**config.mk**
```make
export PLATFORM = sky130hd
export DESIGN_NAME = pfla_walk_unit
export DESIGN_NICKNAME = d
export VERILOG_FILES = /design/src/rtl/core/pfla_pkg.sv /design/src/rtl/core/pfla_walk_unit.sv
export SDC_FILE = /design/constraint.sdc
export NUM_CORES = 1
export LEC_CHECK = 0
export BUFFER_PORTS_ARGS = -buffer_cell sky130_fd_sc_hd__buf_4
export CORE_MARGIN = 8
export CORE_UTILIZATION = 47
export DETAILED_ROUTE_END_ITERATION = 8
export PLACE_DENSITY = 0.84
export SYNTH_ARGS = -nofsm -noshare
export SYNTH_HDL_FRONTEND = slang
export SYNTH_SLANG_ARGS = --single-unit
```
**constraint.sdc**
```tcl
create_clock -name clock -period 2.3 [get_ports clock]
set_clock_uncertainty 0.05 [all_clocks]
set_input_delay 0.115 -clock clock [delete_from_list [all_inputs] [get_ports clock]]
set_output_delay 0.115 -clock clock [all_outputs]
set_load 0.01 [all_outputs]
```
**src/rtl/core/pfla_pkg.sv**
```systemverilog
// Shared types and constants for the page free-list allocator.
package pfla_pkg;

   localparam int unsigned PAGE_ID_W    = 12;
   localparam int unsigned STATUS_W     = 2;
   localparam int unsigned COUNT_W      = 13;
   localparam int unsigned REQ_DATA_W   = 16;
   localparam int unsigned RSP_DATA_W   = 40;

   localparam logic [COUNT_W-1:0] LIVE_MAX = 13'd8191;

   typedef enum logic {
      REQ_ALLOC = 1'b0,
      REQ_FREE  = 1'b1
   } req_kind_type;

   typedef enum logic [STATUS_W-1:0] {
      STATUS_OK       = 2'd0,
      STATUS_BAD_FREE = 2'd1,
      STATUS_NO_SPACE = 2'd2
   } status_type;

   typedef enum logic [2:0] {
      IDLE,
      EXEC,
      EXPAND,
      POP,
      RESP
   } fsm_state_type;

   // Sequencer to walk unit.
   typedef struct packed {
      logic start;
   } walk_ctrl_type;

   // Walk unit back to sequencer.
   typedef struct packed {
      logic active;
      logic last;
   } walk_sts_type;

endpackage

```
**src/rtl/core/pfla_walk_unit.sv**
```systemverilog
// Expansion walker: links a run of fresh pages, one link write per cycle.
module pfla_walk_unit
   import pfla_pkg::*;
#(
   parameter int unsigned MAX_PAGES = 4096,
   parameter int unsigned BATCH     = 1024,
   parameter int unsigned PW        = 12,
   parameter int unsigned LW        = 13
) (
   input  logic          clock,
   input  logic          reset,
   input  walk_ctrl_type ctrl,
   input  logic [LW-1:0] first_page,
   input  logic [PW-1:0] head_page,
   output walk_sts_type  sts,
   output logic [PW-1:0] wr_addr,
   output logic [PW-1:0] wr_data,
   output logic [LW-1:0] end_page
);

   localparam int unsigned SW = $clog2(MAX_PAGES + BATCH + 1);
   localparam logic [SW-1:0] BATCH_S = SW'(BATCH);
   localparam logic [SW-1:0] MAX_S   = SW'(MAX_PAGES);

   logic          active_ff, active_in;
   logic [LW-1:0] page_ff, page_in;
   logic [LW-1:0] end_ff, end_in;
   logic [SW-1:0] sum;
   logic [LW-1:0] page_next;
   logic          last;

   // The single incrementer and end compare serve every step of the walk.
   assign page_next = page_ff + LW'(1);
   assign last      = (page_next == end_ff);
   assign sum       = SW'(first_page) + BATCH_S;

   always_comb begin
      active_in = active_ff;
      page_in   = page_ff;
      end_in    = end_ff;
      if (ctrl.start) begin
         active_in = 1'b1;
         page_in   = first_page;
         end_in    = (sum > MAX_S) ? LW'(MAX_PAGES) : LW'(sum);
      end else if (active_ff) begin
         page_in   = page_next;
         active_in = !last;
      end
   end

   always_ff @(posedge clock) begin
      if (reset) begin
         active_ff <= 1'b0;
      end else begin
         active_ff <= active_in;
      end
   end

   always_ff @(posedge clock) begin
      page_ff <= page_in;
      end_ff  <= end_in;
   end

   assign sts.active = active_ff;
   assign sts.last   = active_ff && last;
   assign wr_addr    = page_ff[PW-1:0];
   // The final fresh page links to the old head of the list.
   assign wr_data    = last ? head_page : page_next[PW-1:0];
   assign end_page   = end_ff;

endmodule
```
* After elaboration in Yosys (flattened, before gate mapping) *
Index checks and enable logic that the tools add are counted.

operators by class
  shift operators = 0
  bitwise gates (word level) = 0
  div/mod/pow operators = 0
  order comparisons = 1
  multiply operators = 0
  equality and inequality tests = 1
  add/sub/neg operators = 2
  muxes and demuxes = 5
  reductions and logical operators = 3

operator list
  kind                                                              count
  13-bit 2-to-1 mux                                                 2
  13-bit by 1-bit adder with 13-bit output, second input constant   1
  13-bit by 11-bit adder with 13-bit output, second input constant  1
  13-bit == test                                                    1
  13-bit > comparator, second input constant                        1
  12-bit 2-to-1 mux                                                 1
  1-bit 2-to-1 mux                                                  2
  2-bit nonzero test                                                1
  1-bit logical AND                                                 1
  1-bit zero test                                                   1

storage, ports and cells
  memories = 0
  input bits = 28
  output and inout port bits = 39
  word-level logic and storage cells = 15
  memory bits (read-only) = 0
  register bits after elaboration = 27
  bits in writable memories = 0
  bits in latches = 0

* Depth between registers and ports, before layout *
  depth after elaboration = 5
  gate-level depth with buffers = 8
  depth with buffers taken out = 7

* Least setup slack after synthesis *
Ideal clock, no wire load.

  path type = reg-to-output
  start = register page_ff[0]
  end = output port wr_data[8]
  arrival time = 2,186 ps
  required time = 2,135 ps
  slack = -51 ps
  path buffers = 0
  stages on the path, launching flop included = 8
  cell sequence = edfxtp_1 > ha_1 > nand3_4 > or3_1 > and3_4 > nor4_1 > a21oi_1 > nor3_1

between the ends
  longest elaborated chain between the ends = 3

RTL lines
  element                                       line                  RTL
  from (decl)                                   pfla_walk_unit.sv:26  logic [LW-1:0] page_ff, page_in;
  from (signal assigned)                        pfla_walk_unit.sv:60  page_ff <= page_in;
  13-bit by 1-bit adder with 13-bit output (*)  pfla_walk_unit.sv:33  assign page_next = page_ff + LW'(1);
  13-bit == test                                pfla_walk_unit.sv:34  assign last = (page_next == end_ff);
  12-bit 2-to-1 mux (*)                         pfla_walk_unit.sv:68  assign wr_data = last ? head_page : page_next[PW-1:0];
  to (decl)                                     pfla_walk_unit.sv:17  output logic [PW-1:0] wr_data,

Every way passes the cells marked *; elsewhere a longest branch is shown, timed or not.

* Final worst setup path *
  start = register page_ff[0]
  end = output port wr_data[11]

Same word-level chain as after synthesis.

==> impl_metrics.py <==
metrics = {
    "outcome": {
        "status": "complete, but fails checks",
        "violations": "negative setup slack",
    },
    "detailed_routing": {
        "topRoutingLayerUsed": "met4",
        "via_per_inst": 5.512,
        "drc": 0,
        "wl_met3_um": 378,
        "vias": 1852,
        "wire_per_inst_um": 19.06,
        "drtPass1Iterations": 4,
        "drtIter0Drc": 92,
        "met1Wirelength_um": 2527,
        "met2_wirelength_um": 3360,
        "antenna_left": 0,
        "drt_wl_total_um": 6404,
    },
    "setup_path": {
        "critPathKind": "reg -> out",
        "cp_data_arrival_time_ns": 2.54,
        "cp_data_required_time_ns": 2.13,
        "startpoint_type": "flip-flop",
        "cp_max_fo": 8,
        "worstSetupEndpointType": "output port",
    },
    "place": {
        "dp.final_hpwl_um": 4497,
        "gp_routability_congestion": 0.8564,
        "place_inst": 320,
        "portBuffers": 66,
    },
    "timing": {
        "hold_viol": 0,
        "fin_crit_sh": 1.177,
        "drv_slew": 0,
        "rsz0062_at_grt": "yes",
        "worst_slew_pin_slew_ns": 0.5248,
        "fin_hold_ws_ns": 0.08967,
        "fmax_ghz": 0.3694,
        "setup_violations": 14,
        "slew-limit-headroom": 0.6476,
        "setup_slack_ns": -0.4075,
        "min_period_ns": 2.707,
    },
    "final_layout": {
        "ff_latch_area_um2": 800.8,
        "drive_above_1_share": 0.5704,
        "multiInputGateArea_um2": 1245,
        "nNetsFinal": 316,
        "antennaDiodeCount": 0,
        "n_fill_cell": 320,
        "post_layout_nonfiller_instances": 336,
        "area_delta_synth_final_pct": 43.00,
    },
    "synth": {
        "synthDominantCellAreaShare": 0.3671,
        "avgSynthCellArea_um2": 10.96,
        "synth_edf_count": 26,
        "synth-seq-cells": 27,
        "synth_warnings": 0,
        "synthMostInstantiatedCell": "edfxtp_1",
        "ys_seq_area_frac": 0.3765,
        "ys_types": 44,
        "synth_area_leaders": "edfxtp_1, xnor2_1, mux2_2, buf_4, mux2_4",
        "synth_cells": 194,
        "ys.flop_type": "edfxtp_1",
        "syn_area_um2": 2127,
        "yosysTopAreaCell": "edfxtp_1",
        "synthTopCellsByCount": "edfxtp_1, xnor2_1, buf_4",
        "syn_nets": 225,
        "async_flop_share": 0,
    },
    "global_route": {
        "overflow": 0,
        "grt_pass1_vias": 1998,
        "track_usage": 0.1606,
        "antenna_found_initial": 0,
        "grt_max_degree": 30,
        "grt_pass1_wl_um": 9501,
    },
    "clocking": {
        "cts_tree": "yes",
        "ctsHoldBuffers": 0,
        "cts-root-buf": "clkbuf_8",
        "clk_latency_ns": 0.27,
        "cts_made_buffers": 3,
        "htree_levels": 1,
        "cts_sinks": 27,
        "clkTransAtPathRegs_ns": 0.09,
        "cts_buffer_depth": 2,
    },
    "floorplan": {
        "dieArea_um2": 6934,
        "num_io_pins": 67,
        "die_w_um": 83.27,
        "initial_core_util": 0.4885,
        "die_h_um": 83.27,
        "core_area_um2": 4354,
        "placementRows": 24,
    },
    "worst_hold_path": {
        "hold_class": "in -> reg",
    },
    "power_and_ir_drop": {
        "p_clk_frac": 0.152,
        "powerDensity_nw_per_um2": 588.7,
        "vdd_drop_max_v": 0.0003919,
        "power.leakage_nw": 1.302,
        "switching_share": 0.3389,
        "intPower_mw": 1.184,
        "comb_power_share": 0.467,
        "switchingPower_uw": 606.9,
        "seqPwrFrac": 0.380,
    },
    "run": {
        "cap_viol_max_count": 0,
    },
}
==> what timing repair did <==
action                                  CTS  global route
pin swaps                                 9            14
endpoints found under the setup margin   13            14
resized for setup                        19            10
setup buffers                             7             5
==> state kept, by name, indices dropped and copies added, names as in the netlist <==
name       count
end_page      13
page_ff       13
active_ff      1
==> through the flow <==
stage | setup TNS (ns) | utilization | instance area, um2 | power [mW] | setup WS (ns)
after global routing | -6.142 | 0.6986 | 3042 | 1.872 | -0.5004
after detailed placement | -0.6268 | 0.6348 | 2764 | 1.412 | -0.08390
final | -4.812 | 0.6986 | 3042 | 1.791 | -0.4075
after floorplan | 0 | - | 2140 | 1.112 | 0.005779
after CTS | -4.131 | 0.6773 | 2949 | 1.730 | -0.3410
after global placement | -0.2553 | 0.6348 | 2764 | 1.392 | -0.04965
==> power by group through the flow <==
stage	clock network, mW	registers (mW)	logic [mW]
6_report	0.273	0.681	0.837
5_1_grt	0.289	0.688	0.894
4_1_cts	0.270	0.684	0.775
3_5_place_dp	0	0.695	0.717
3_3_place_gp	0	0.691	0.701
2_1_floorplan	0	0.689	0.423
==> area by class of cell <==
type | instances | area share
clock buffers | 4 | 0.01481
inverters | 10 | 0.01234
multi-input cells | 136 | 0.4093
flip-flops and latches | 27 | 0.2633
well taps | 52 | 0.02139
repair buffers | 107 | 0.2789
==> cell usage in the layout, fill, tap and decap left out, types with 2 or more instances in the layout <==
cell / Yosys / routed
nand4_2: 2 / 2
nor4_2: 0 / 2
edfxtp_1: 26 / 26
nand2_1: 6 / 6
o211ai_1: 2 / 2
nand4_1: 2 / 2
mux2_2: 13 / 13
a21oi_1: 3 / 3
inv_1: 10 / 10
buf_4: 16 / 95
o21ai_0: 4 / 4
ha_1: 3 / 2
nand3_4: 2 / 3
nor2_2: 0 / 2
a31oi_1: 3 / 3
xor2_2: 0 / 2
xor2_1: 7 / 5
nor3_1: 5 / 2
xnor2_1: 20 / 17
and2_1: 10 / 10
clkbuf_8: 0 / 3
buf_6: 2 / 12
mux2_4: 7 / 7
nor2_1: 12 / 10
mux2i_1: 2 / 2
and4_1: 4 / 4
nor3_2: 2 / 5
nor2b_1: 3 / 3
nand3_1: 4 / 4
xnor2_2: 0 / 3
nor4_4: 2 / 2
==> layer usage <==
metal  global-route usage  vias to the layer above
met5                    0                        -
met1               0.1764                      903
met2               0.2942                       65
met3              0.03613                       13
met4              0.05272                        0
li1                     -                      871
==> critical path: stages (launching register included) <==
cell and delay, ns:
edfxtp_1 0.42, ha_4 0.19, nand3_4 0.13, or4_1 0.50
o211ai_1 0.16, nor2_1 0.09, nand4_2 0.13, buf_6 0.15
mux2_2 0.34, buf_4 0.15
==> path summary, 6_finish.rpt <==
check,start,end,slack (ns),depth (start not counted)
setup / recovery,page_ff[0]$_DFFE_PP_,wr_data[11],-0.41,9
hold / removal,first_page[2],end_page[2]$_SDFFCE_PN0P_,0.09,2
hold reg to reg,active_ff$_SDFF_PP0_,active_ff$_SDFF_PP0_,0.66,3
setup reg to reg,page_ff[0]$_DFFE_PP_,active_ff$_SDFF_PP0_,-0.12,11
==> kinds of logic (layout without fill, tap and decap cells) <==
group / count (synthesis) / in the layout / share of synthesized area
AOI/OAI and AO/OA: 17 / 17 / 0.05353
xor gates and xnor gates: 27 / 27 / 0.1112
adders and majority gates: 3 / 3 / 0.01765
buffers and inverters: 31 / 121 / 0.09000
DFF: 27 / 27 / 0.3765
muxes: 22 / 22 / 0.1276
and+or+nand+nor: 67 / 67 / 0.2235
No activity file was read; power rests on OpenSTA's default activity.
